### src/rtl/core/lcf_pkg.sv
`timescale 1ns / 1ps
`default_nettype none

package lcf_pkg;

    // Commands carried by an input request. The unused code is ignored.
    typedef enum logic [1:0] {
        CMD_TICK       = 2'd0,
        CMD_SET_TARGET = 2'd1,
        CMD_SET_BRIGHT = 2'd2,
        CMD_UNUSED     = 2'd3
    } cmd_e;

    // Configuration register indexes.
    localparam int unsigned CFG_IDX_W = 2;
    localparam logic [CFG_IDX_W-1:0] CFG_STEP_SIZE = 2'd0;
    localparam logic [CFG_IDX_W-1:0] CFG_FADE_MODE = 2'd1;
    localparam int unsigned CFG_DATA_W = 8;

    localparam logic [7:0] STEP_SIZE_RESET = 8'd1;

    typedef enum logic {
        ST_IDLE = 1'b0,
        ST_RUN  = 1'b1
    } state_t;

    typedef struct packed {
        logic [1:0] cmd;
        logic [2:0] channel;
        logic [7:0] level;
    } in_item_t;

    typedef struct packed {
        logic [2:0] out_channel;
        logic [7:0] brightness;
        logic       moved;
        logic       any_moved;
        logic       last;
    } out_item_t;

    typedef struct packed {
        logic [7:0] step_size;
        logic       fade_mode;
    } fade_cfg_t;

endpackage

`default_nettype wire

### src/rtl/core/lcf_chan_mem.sv
`timescale 1ns / 1ps
`default_nettype none

// One write port, one read port with registered read data. Each entry has a
// valid bit cleared by reset; an entry never written since reset reads zero.
module lcf_chan_mem #(
    parameter int unsigned DEPTH = 8,
    parameter int unsigned AW    = 3
) (
    input  wire logic          clk,
    input  wire logic          rst_n,
    input  wire logic          wr_en,
    input  wire logic [AW-1:0] wr_addr,
    input  wire logic [7:0]    wr_data,
    input  wire logic          rd_en,
    input  wire logic [AW-1:0] rd_addr,
    output logic      [7:0]    rd_data
);

    logic [7:0]       mem [DEPTH];
    logic [DEPTH-1:0] valid_reg;
    logic [7:0]       rd_data_reg;

    always_ff @(posedge clk)
    begin
        if (wr_en)
        begin
            mem[wr_addr] <= wr_data;
        end
    end

    always_ff @(posedge clk)
    begin
        if (rd_en)
        begin
            rd_data_reg <= valid_reg[rd_addr] ? mem[rd_addr] : 8'd0;
        end
    end

    always_ff @(posedge clk or negedge rst_n)
    begin
        if (!rst_n)
        begin
            valid_reg <= '0;
        end
        else if (wr_en)
        begin
            valid_reg[wr_addr] <= 1'b1;
        end
    end

    assign rd_data = rd_data_reg;

    // A read and a write of the same entry in one cycle would return stale data.
    a_no_rw_collision : assert property (@(posedge clk) disable iff (!rst_n)
        (wr_en && rd_en) |-> (wr_addr != rd_addr))
        else $error("read and write of the same entry in one cycle");

endmodule

`default_nettype wire

### src/rtl/core/lcf_fade.sv
`timescale 1ns / 1ps
`default_nettype none

// Computes the next brightness of one channel from its brightness and target.
module lcf_fade (
    input  wire lcf_pkg::fade_cfg_t cfg,
    input  wire logic [7:0]         cur,
    input  wire logic [7:0]         target,
    output logic      [7:0]         next_level,
    output logic                    moved
);

    logic [8:0] tgt_plus_step;
    logic [8:0] cur_plus_step;
    logic [7:0] normal_level;
    logic [7:0] doubled;
    logic [7:0] flashy_level;

    always_comb
    begin
        tgt_plus_step = {1'b0, target} + {1'b0, cfg.step_size};
        cur_plus_step = {1'b0, cur} + {1'b0, cfg.step_size};

        if (cur > target)
        begin
            if ({1'b0, cur} > tgt_plus_step)
            begin
                normal_level = cur - cfg.step_size;
            end
            else
            begin
                normal_level = cur - 8'd1;
            end
        end
        else
        begin
            if (cur_plus_step < {1'b0, target})
            begin
                normal_level = cur_plus_step[7:0];
            end
            else
            begin
                normal_level = cur + 8'd1;
            end
        end

        // Doubling may wrap below the target, in which case it snaps to it.
        doubled = (cur > target) ? {cur[6:0], 1'b0} : cur;
        flashy_level = (doubled < target) ? target : doubled;

        if (cur == target)
        begin
            next_level = cur;
        end
        else if (cfg.fade_mode)
        begin
            next_level = flashy_level;
        end
        else
        begin
            next_level = normal_level;
        end

        moved = (next_level != cur);
    end

endmodule

`default_nettype wire

### src/rtl/core/led_channel_fader.sv
// A set-target or set-brightness request is taken while the block is idle and gives no result.
// A tick reads each channel through the registered memory outputs into the result register,
// giving one result per cycle while the output is taken; one channel is read per cycle from
// the brightness and target memories. No request is taken until the last channel is stepped.
// Reset clears both memories to zero through per-entry valid bits, sets step_size to 1
// and fade_mode to 0; the block is ready as soon as reset is released.
`timescale 1ns / 1ps
`default_nettype none

module led_channel_fader #(
    parameter int unsigned NUM_CHANNELS = 8
) (
    input  wire logic                                clk,
    input  wire logic                                rst_n,

    input  wire logic                                item_valid,
    output logic                                     item_ready,
    input  wire lcf_pkg::in_item_t                   item,

    output logic                                     result_valid,
    input  wire logic                                result_ready,
    output lcf_pkg::out_item_t                       result,

    input  wire logic                                cfg_valid,
    output logic                                     cfg_ready,
    input  wire logic [lcf_pkg::CFG_IDX_W-1:0]       cfg_index,
    input  wire logic [lcf_pkg::CFG_DATA_W-1:0]      cfg_data
);

    // Index width for the channel memories; at least one bit.
    localparam int unsigned IDX_W = (NUM_CHANNELS > 1) ? $clog2(NUM_CHANNELS) : 1;
    localparam logic [IDX_W-1:0] LAST_IDX = IDX_W'(NUM_CHANNELS - 1);

    // Control and configuration registers.
    lcf_pkg::state_t    state_reg, state_next;
    logic [IDX_W-1:0]   idx_reg, idx_next;
    logic               any_reg, any_next;
    logic               out_valid_reg, out_valid_next;
    lcf_pkg::out_item_t out_data_reg, out_data_next;
    lcf_pkg::fade_cfg_t cfg_reg;

    // Handshake and datapath signals.
    logic               item_accept;
    logic               tick_accept;
    logic               set_target;
    logic               set_bright;
    logic               chan_in_range;
    logic [IDX_W-1:0]   set_addr;
    logic [IDX_W+2:0]   set_addr_wide;
    logic [IDX_W+2:0]   out_chan_wide;
    logic               advance;
    logic               idx_last;
    logic               rd_en;
    logic [IDX_W-1:0]   rd_addr;
    logic               bright_wr_en;
    logic [IDX_W-1:0]   bright_wr_addr;
    logic [7:0]         bright_wr_data;
    logic [7:0]         cur_bright;
    logic [7:0]         cur_target;
    logic [7:0]         new_bright;
    logic               chan_moved;

    // The item channel is three bits; the channel count may be smaller or larger.
    assign item_accept   = item_valid && item_ready;
    assign chan_in_range = (32'(item.channel) < NUM_CHANNELS);
    assign set_addr_wide = {{IDX_W{1'b0}}, item.channel};
    assign set_addr      = set_addr_wide[IDX_W-1:0];
    assign tick_accept   = item_accept && (item.cmd == lcf_pkg::CMD_TICK);
    assign set_target    = item_accept && chan_in_range && (item.cmd == lcf_pkg::CMD_SET_TARGET);
    assign set_bright    = item_accept && chan_in_range && (item.cmd == lcf_pkg::CMD_SET_BRIGHT);

    // In the run state the memory outputs hold the channel at idx_reg. It is
    // written back and presented as a result once the output register is free.
    assign idx_last = (idx_reg == LAST_IDX);
    assign advance  = (state_reg == lcf_pkg::ST_RUN) && (!out_valid_reg || result_ready);

    // Next-state logic.
    always_comb
    begin
        state_next = state_reg;
        case (state_reg)
            lcf_pkg::ST_IDLE:
            begin
                if (tick_accept)
                begin
                    state_next = lcf_pkg::ST_RUN;
                end
            end
            lcf_pkg::ST_RUN:
            begin
                if (advance && idx_last)
                begin
                    state_next = lcf_pkg::ST_IDLE;
                end
            end
            default:
            begin
                state_next = lcf_pkg::ST_IDLE;
            end
        endcase
    end

    // State outputs: request acceptance and the read of the next channel. The
    // read of channel i+1 overlaps the write-back of channel i, so the two
    // never address the same entry.
    always_comb
    begin
        item_ready = 1'b0;
        rd_en      = 1'b0;
        rd_addr    = idx_reg + IDX_W'(1);
        case (state_reg)
            lcf_pkg::ST_IDLE:
            begin
                item_ready = 1'b1;
                rd_en      = tick_accept;
                rd_addr    = '0;
            end
            lcf_pkg::ST_RUN:
            begin
                rd_en = advance && !idx_last;
            end
            default:
            begin
                item_ready = 1'b0;
            end
        endcase
    end

    // Channel pointer and the running any-changed flag.
    always_comb
    begin
        idx_next = idx_reg;
        any_next = any_reg;
        if (tick_accept)
        begin
            idx_next = '0;
            any_next = 1'b0;
        end
        else if (advance)
        begin
            any_next = any_reg | chan_moved;
            if (!idx_last)
            begin
                idx_next = idx_reg + IDX_W'(1);
            end
        end
    end

    // Result register: filled on each step and emptied when taken.
    assign out_chan_wide = {3'b000, idx_reg};

    always_comb
    begin
        out_valid_next = out_valid_reg;
        out_data_next  = out_data_reg;
        if (advance)
        begin
            out_valid_next            = 1'b1;
            out_data_next.out_channel = out_chan_wide[2:0];
            out_data_next.brightness  = new_bright;
            out_data_next.moved       = chan_moved;
            out_data_next.last        = idx_last;
            out_data_next.any_moved   = idx_last && (any_reg || chan_moved);
        end
        else if (result_ready)
        begin
            out_valid_next = 1'b0;
        end
    end

    // The brightness memory is written by a set request or by the tick write-back.
    always_comb
    begin
        if (advance)
        begin
            bright_wr_en   = 1'b1;
            bright_wr_addr = idx_reg;
            bright_wr_data = new_bright;
        end
        else
        begin
            bright_wr_en   = set_bright;
            bright_wr_addr = set_addr;
            bright_wr_data = item.level;
        end
    end

    always_ff @(posedge clk or negedge rst_n)
    begin
        if (!rst_n)
        begin
            state_reg     <= lcf_pkg::ST_IDLE;
            idx_reg       <= '0;
            any_reg       <= 1'b0;
            out_valid_reg <= 1'b0;
        end
        else
        begin
            state_reg     <= state_next;
            idx_reg       <= idx_next;
            any_reg       <= any_next;
            out_valid_reg <= out_valid_next;
        end
    end

    always_ff @(posedge clk)
    begin
        out_data_reg <= out_data_next;
    end

    // Configuration writes are always taken; unknown indexes are dropped.
    assign cfg_ready = 1'b1;

    always_ff @(posedge clk or negedge rst_n)
    begin
        if (!rst_n)
        begin
            cfg_reg.step_size <= lcf_pkg::STEP_SIZE_RESET;
            cfg_reg.fade_mode <= 1'b0;
        end
        else if (cfg_valid && cfg_ready)
        begin
            case (cfg_index)
                lcf_pkg::CFG_STEP_SIZE:
                begin
                    cfg_reg.step_size <= cfg_data[7:0];
                end
                lcf_pkg::CFG_FADE_MODE:
                begin
                    cfg_reg.fade_mode <= cfg_data[0];
                end
                default:
                begin
                    cfg_reg <= cfg_reg;
                end
            endcase
        end
    end

    lcf_chan_mem #(
        .DEPTH (NUM_CHANNELS),
        .AW    (IDX_W)
    ) u_bright_mem (
        .clk     (clk),
        .rst_n   (rst_n),
        .wr_en   (bright_wr_en),
        .wr_addr (bright_wr_addr),
        .wr_data (bright_wr_data),
        .rd_en   (rd_en),
        .rd_addr (rd_addr),
        .rd_data (cur_bright)
    );

    lcf_chan_mem #(
        .DEPTH (NUM_CHANNELS),
        .AW    (IDX_W)
    ) u_target_mem (
        .clk     (clk),
        .rst_n   (rst_n),
        .wr_en   (set_target),
        .wr_addr (set_addr),
        .wr_data (item.level),
        .rd_en   (rd_en),
        .rd_addr (rd_addr),
        .rd_data (cur_target)
    );

    lcf_fade u_fade (
        .cfg        (cfg_reg),
        .cur        (cur_bright),
        .target     (cur_target),
        .next_level (new_bright),
        .moved      (chan_moved)
    );

    assign result_valid = out_valid_reg;
    assign result       = out_data_reg;

    // A tick always starts its sweep at channel zero.
    a_tick_starts_at_zero : assert property (@(posedge clk) disable iff (!rst_n)
        tick_accept |=> (state_reg == lcf_pkg::ST_RUN) && (idx_reg == '0))
        else $error("tick did not start at channel zero");

    // The sweep ends right after the last channel is written back.
    a_sweep_ends : assert property (@(posedge clk) disable iff (!rst_n)
        (advance && idx_last) |=> (state_reg == lcf_pkg::ST_IDLE))
        else $error("sweep did not end after the last channel");

    // The any-changed flag shows only on the final result of a tick.
    a_any_only_on_last : assert property (@(posedge clk) disable iff (!rst_n)
        (result_valid && !result.last) |-> !result.any_moved)
        else $error("any_moved set on a result that is not last");

    // A step never overwrites a result that has not been taken.
    a_no_result_overrun : assert property (@(posedge clk) disable iff (!rst_n)
        advance |-> (!out_valid_reg || result_ready))
        else $error("result register overwritten before it was taken");

endmodule

`default_nettype wire

### config.mk
export PLATFORM = sky130hd
export DESIGN_NAME = led_channel_fader
export DESIGN_NICKNAME = d
export VERILOG_FILES = /design/src/rtl/core/lcf_pkg.sv /design/src/rtl/core/lcf_chan_mem.sv /design/src/rtl/core/lcf_fade.sv /design/src/rtl/core/led_channel_fader.sv
export SDC_FILE = /design/constraint.sdc
export NUM_CORES = 1
export LEC_CHECK = 0
export BUFFER_PORTS_ARGS = -buffer_cell sky130_fd_sc_hd__clkbuf_2
export CORE_MARGIN = 1
export CORE_UTILIZATION = 60
export DETAILED_ROUTE_END_ITERATION = 7
export GPL_TIMING_DRIVEN = 0
export PLACE_DENSITY_LB_ADDON = 0.05
export SYNTH_ARGS = -nofsm -noshare
export SYNTH_HDL_FRONTEND = slang
export SYNTH_HIERARCHICAL = 1
export SYNTH_SLANG_ARGS = --single-unit
### constraint.sdc
create_clock -name clk -period 8 [get_ports clk]
set_clock_uncertainty 0.1 [all_clocks]
set_input_delay 0.4 -clock clk [delete_from_list [all_inputs] [get_ports clk]]
set_output_delay 0.4 -clock clk [all_outputs]
set_load 0.02 [all_outputs]
* Word-level counts from Yosys, hierarchy flattened *
Memory sizes are Yosys's and may differ from the RTL's. A register that Yosys moved wholly into a read port is not among the register bits.
Cells that the tools add are included.

word-level totals
  register bits = 45
  memory bits (writable) = 128
  input bits = 28
  output and inout bits = 17
  memories = 2

cells by class
  add/sub/neg operators = 6
  magnitude comparators = 9
  eq/ne operators = 7
  muxes and demuxes = 35
  bitwise gates (word level) = 4
  reduce and logical (&&, ||, !) cells = 23

memories
  name              depth  width  rd ports  clocked after memory_dff  wr ports  RTL line            text
  u_bright_mem.mem  8      8      1         1                         1         lcf_chan_mem.sv:20  logic [7:0] mem [DEPTH];
  u_target_mem.mem  8      8      1         1                         1         lcf_chan_mem.sv:20

operators with widths
  kind                                                                                  count
  8-bit 2-to-1 mux                                                                      8
  8-bit by 8-bit adder with 9-bit output                                                2
  1-bit 2-to-1 mux                                                                      16
  8-bit OR                                                                              2
  3-bit 2-to-1 mux                                                                      5
  3-bit by 4-bit less-than comparator with 1-bit output (second input constant)         3
  1-bit logical AND                                                                     10
  8-bit by 9-bit > comparator with 1-bit output                                         1
  9-bit by 8-bit less-than comparator with 1-bit output                                 1
  8-bit by 1-bit adder with 8-bit output (second input constant)                        1
  8-bit == test                                                                         1
  8-bit > comparator                                                                    1
  8-bit less-than comparator                                                            1
  8-bit inequality test                                                                 1
  8-bit by 1-bit subtractor with 8-bit output (second input constant)                   1
  8-bit subtractor                                                                      1
  1-bit binary-select mux with 3-bit select                                             2
  1-bit demux with 3-bit select                                                         2
  3-bit by 1-bit greater-or-equal comparator with 1-bit output (second input constant)  2
  2-bit AND reduction                                                                   3
  2-bit by 1-bit == test with 1-bit output (second input constant)                      2
  1-bit zero test                                                                       4
  2-bit zero test                                                                       2
  1-bit case mux with 2 select lines                                                    2
  8 further kinds                                                                       10

* Longest topological paths before layout *
  word-level depth = 10
  mapped depth = 30

* Hierarchy *
Netlist, hierarchy kept.

by module, submodules not included
  module                       instances  cells each  area an instance (um^2)  sequential area each (um^2)
  lcf_chan_mem (u_bright_mem)  1          141         3118.0                   2362.3
  lcf_chan_mem (u_target_mem)  1          141         3061.7                   2362.3
  lcf_fade                     1          350         2486.1                   0.0
  led_channel_fader            1          88          1313.8                   797.0

* Worst setup path before layout *
Ideal clock, no wire load.

  path type = reg2reg
  from = reg cfg_reg[1] (netlist bit)
  to = reg out_data_reg (netlist bit result[1]) (data pin)
  library setup time = 0.254 ns
  data arrival time = 5.338 ns
  data required time = 7.646 ns
  setup slack = 2.307 ns
  stages on the path, launching flop included = 30
  buffers on the path = 1
  cell sequence = dfstp_2 > ha_1 > inv_1 > fa_1 > nor2b_1 > o21a_1 > o21ai_0 > nand2b_1 > a21oi_1 > xor2_1 > ha_1 > and3_1 > a221o_1 > and3_1 > clkbuf_1 > nand2b_1 > ha_1 > inv_1 > fa_1 > a211oi_1 > o21bai_1 > a21oi_1 > xnor2_1 > nand2_1 > o311ai_0 > o21ai_0 > a311o_1 > a2111oi_2 > o211ai_1 > o21a_1

between the ends
  word-level cells in the longest chain between the ends = 9
  elaborated cells between the ends (all ways) = 13
  classes of those cells = 3 x add/sub; 2 x order compare; 1 x eq/ne; 5 x mux; 2 x reduce/logical

ends and longest elaborated chain
  item                                                                                                                           RTL line                        text
  start: declaration                                                                                                             led_channel_fader.sv:40         lcf_pkg::fade_cfg_t cfg_reg;
  start signal: assignment                                                                                                       led_channel_fader.sv:234        cfg_reg <= cfg_reg;
  8-bit by 8-bit adder with 9-bit output (on tied branches)                                                                      lcf_fade.sv:22, lcf_fade.sv:21
  9-bit by 8-bit less-than comparator with 1-bit output / 8-bit by 9-bit > comparator with 1-bit output (equally long branches)  lcf_fade.sv:37, lcf_fade.sv:26
  8-bit 2-to-1 mux (on tied branches)                                                                                            lcf_fade.sv:37, lcf_fade.sv:26
  8-bit 2-to-1 mux (*)                                                                                                           lcf_fade.sv:24                  if (cur > target)
  8-bit 2-to-1 mux (*)                                                                                                           lcf_fade.sv:55                  else if (cfg.fade_mode)
  8-bit 2-to-1 mux (*)                                                                                                           lcf_fade.sv:51                  if (cur == target)
  8-bit inequality test (*)                                                                                                      lcf_fade.sv:64                  moved = (next_level != cur);
  net chan_moved                                                                                                                 led_channel_fader.sv:61         logic chan_moved;
  1-bit logical OR (*)                                                                                                           led_channel_fader.sv:163        out_data_next.any_moved = idx_last && (any_reg || chan_moved);
  1-bit logical AND (*)                                                                                                          led_channel_fader.sv:163
  end signal: assignment                                                                                                         led_channel_fader.sv:208        out_data_reg <= out_data_next;
  end: declaration                                                                                                               led_channel_fader.sv:39         lcf_pkg::out_item_t out_data_reg, out_data_next;

Mark *: on every way through the listed nets, which the timed path passes. The rest lies on a longest branch.
A chain may end at the register's enable or synchronous reset.

* Worst setup path in the final report *
  from = reg u_bright_mem.rd_data_reg[7], in the netlist u_bright_mem/rd_data[7] (read register of u_bright_mem.mem)
  to = reg out_data_reg (netlist bit result[1]) (data pin)

between the ends
  word-level cells in the longest chain between the ends = 9
  elaborated cells between the ends (all ways) = 19
  classes of those cells = 4 x add/sub; 4 x order compare; 2 x eq/ne; 7 x mux; 2 x reduce/logical

ends and longest elaborated chain
  item                                                                                              RTL line                                        text
  start: declaration                                                                                lcf_chan_mem.sv:22                              logic [7:0] rd_data_reg;
  8-bit by 8-bit adder with 9-bit output / 8-bit > comparator (equally long branches)               lcf_fade.sv:22, lcf_fade.sv:24, lcf_fade.sv:48
  9-bit by 8-bit less-than comparator with 1-bit output / 8-bit 2-to-1 mux (equally long branches)  lcf_fade.sv:37, lcf_fade.sv:48
  8-bit 2-to-1 mux / 8-bit less-than comparator (equally long branches)                             lcf_fade.sv:37, lcf_fade.sv:49
  8-bit 2-to-1 mux (on tied branches)                                                               lcf_fade.sv:24, lcf_fade.sv:49
  8-bit 2-to-1 mux                                                                                  lcf_fade.sv:55
  8-bit 2-to-1 mux                                                                                  lcf_fade.sv:51
  8-bit inequality test (*)                                                                         lcf_fade.sv:64
  net chan_moved                                                                                    led_channel_fader.sv:61
  1-bit logical OR (*)                                                                              led_channel_fader.sv:163
  1-bit logical AND (*)                                                                             led_channel_fader.sv:163

Marks and branches as above.

==> results.py <==
metrics = {
    "floorplanning": {
        "die_h_um": 131,
        "chipWidth_um": 131,
        "row_count": 46,
        "start_util": 0.621,
        "io_pins": 45,
        "die_area_um2": 17200,
        "coreArea_um2": 16100,
    },
    "worst_setup_path": {
        "cpPeakStageDelay_ns": 0.62,
        "path_max_fanout": 10,
        "critPathTopFamily": "simple AND/OR/NAND/NOR gates",
        "worst-path-buf-inv": 1,
        "critPathKind": "reg -> reg",
        "cp_cell_sequence": "ha_1, nand4_1, nor2_1, clkbuf_1, a211oi_1, nor2_1, mux2_2, ha_1, nand4_1, or3_1, o21ai_1, nor2_1, or3_1, a311o_1, a2111oi_2, o211ai_1, o21a_1",
        "worst_setup_path_end_kind": "register",
        "start_kind": "register",
        "cp.arrival_ns": 7.01,
        "cp.depth": 17,
        "cpMostUsedCell": "nor2_1",
        "r2r_cells": 17,
        "slowest_stage": "o21ai_1",
        "worstPathRequired_ns": 8.09,
    },
    "yosys": {
        "ys_types": 70,
        "async_flop_share": 0.164,
        "ys_top_cells_by_area": "edfxtp_1, dfrtp_1, ha_1, mux4_1, mux4_2",
        "synth_top_area_cell": "edfxtp_1",
        "synthesis.nets": 809,
        "synth_cells": 720,
        "synth_top_cells_by_count": "edfxtp_1, nor2_1, ha_1, nand2_1, a21oi_1",
        "synth_area_um2": 9980,
        "ys_seq_area_frac": 0.553,
        "synth_most_common_cell": "edfxtp_1",
        "syn_area_per_cell_um2": 13.9,
        "synth-seq-cells": 189,
        "synthFlopType": "edfxtp_1",
        "yosysTopAreaCellShare": 0.475,
        "synth-edff-count": 158,
        "synth_warnings": 6,
    },
    "timing": {
        "setup_viol": 0,
        "period_share": 0.865,
        "fmax_ghz": 0.145,
        "timing.final.crit_period_ns": 6.92,
        "slew_viol_final": 0,
        "worst_hold_slack_ns": -0.00586,
        "fin_setup_tns_ns": 0,
        "tightest_slew_ns": 1.13,
        "slew_headroom": 0.241,
        "rsz0062_at_grt": "false",
        "hold_violations": 15,
    },
    "run": {
        "drv_cap": 0,
    },
    "layout": {
        "fin_cells": 1011,
        "area_growth_pct": 11.3,
        "antenna_cells": 0,
        "layout.nets": 871,
        "drive_above_1_share": 0.209,
    },
    "clock_tree": {
        "numCtsBuffers": 17,
        "cts_max_level": 4,
        "clk_pin_slew_ns": 0.08,
        "cts-hold-fix-buffers": 0,
        "clkLatencyLatePin_ns": 0.43,
        "cts_tree": "built",
        "clockRootBuffer": "clkbuf_16",
        "clockBufferDepth": 2,
        "post-cts-setup-buffers": 0,
        "ctsResizeCount": 0,
        "cts_sinks": 189,
    },
    "routing": {
        "routed_wl_um": 22900,
        "ant_nets": 0,
        "dr.first_iter.drc_count": 547,
        "wire_per_inst_um": 22.6,
        "drt_first_pass_iters": 6,
        "drcViolationCount": 0,
        "viasPerCell": 6.30,
        "vias": 6373,
    },
    "worst_hold_path": {
        "hold_path_class": "in -> async",
    },
    "global_route": {
        "grt_pass1_wl_um": 34600,
        "antenna_found_initial": 0,
        "grt_usage": 0.283,
        "overflow": 0,
        "first_global_vias": 6163,
        "grt_start_max_net_pins": 32,
    },
    "place": {
        "place_congestion": 0.931,
        "io_buffers": 43,
        "place_hpwl_um": 16400,
        "dp.cells": 979,
    },
    "run_status": {
        "outcome": "complete, but fails checks",
        "violations": "negative hold slack",
    },
}
layer usage:
metal	vias up	GRT usage	part of all wire
li1	2902	-	-
met1	3196	0.396	0.45
met2	242	0.457	0.48
met3	33	0.0542	0.058
met4	0	0.0784	0.018
met5	-	0	0
cells in the final DEF (no fill, tap or decap), types with 6 or more instances in the layout:
master and instances:
xnor2_1 16, nand2b_1 12, nor2b_1 11, mux2_4 7
dfrtp_1 30, inv_1 23, o21ai_0 25, or2_2 21
nand2_1 35, edfxtp_1 158, xor2_1 7, nand3_1 9
clkinv_8 6, mux2i_1 24, ha_1 58, clkbuf_2 44
o211ai_1 7, and3_1 6, clkbuf_16 17, mux4_1 19
a21oi_1 32, nor3_1 10, mux2_2 18, clkbuf_1 12
nor2_1 60, mux4_2 17
layout make-up:
cell class              count  area [µm²]
fillers                  1114        4950
inverters                  23        86.3
flip-flops and latches    189        5520
well taps                 216         270
plain buffers              25         161
repair buffers             43         215
clock inverters            15         195
multi-input cells         483        4230
clock buffers              17         425
per-stage QoR:
stage / setup WS [ns] / instance area, µm² / utilization / hold WS (ns)
4_1_cts: 1.29 / 11100 / 0.692 / 0.00739
2_1_floorplan: 2.31 / 9980 / - / 0.00441
3_3_place_gp: 1.28 / 10500 / 0.652 / 0.349
5_1_grt: 0.804 / 11100 / 0.692 / 0.0429
6_report: 1.08 / 11100 / 0.692 / -0.00586
3_5_place_dp: 1.37 / 10500 / 0.653 / 0.349
final timing paths:
path,start,endpoint,slack [ns]
max,u_bright_mem/rd_data[7],result[1],1.08
min,rst_n,u_target_mem/valid_reg[3],-0.006
max reg2reg,u_bright_mem/rd_data[7],result[1],1.08
min reg2reg,u_target_mem/valid_reg[6],u_target_mem/valid_reg[6],0.37
max in group asynchronous,rst_n,u_bright_mem/valid_reg[2],7.22
min in group clk,cfg_data[2],cfg_reg[3],0.10
kinds of logic after synthesis:
kind of cell / Yosys count / share of synthesized area
other: 1 / 0.000376
DFF: 189 / 0.553
adders and majority gates: 61 / 0.0787
xor gates and xnor gates: 23 / 0.0202
AOI/OAI and AO/OA: 120 / 0.0787
and+or+nand+nor: 191 / 0.0960
buffers and inverters: 48 / 0.0248
muxes: 87 / 0.148
worst register-to-register path, stage by stage, from the launching register on:
cell	delay (ns)
edfxtp_1	0.60
ha_1	0.40
nand4_1	0.25
nor2_1	0.21
clkbuf_1	0.43
a211oi_1	0.15
nor2_1	0.60
mux2_2	0.43
ha_1	0.32
nand4_1	0.24
or3_1	0.47
o21ai_1	0.62
nor2_1	0.10
or3_1	0.43
a311o_1	0.37
a2111oi_2	0.41
o211ai_1	0.27
o21a_1	0.27
Power is not shown: default switching activity piles up to over one toggle a cycle in this logic, so the estimate is an artifact.
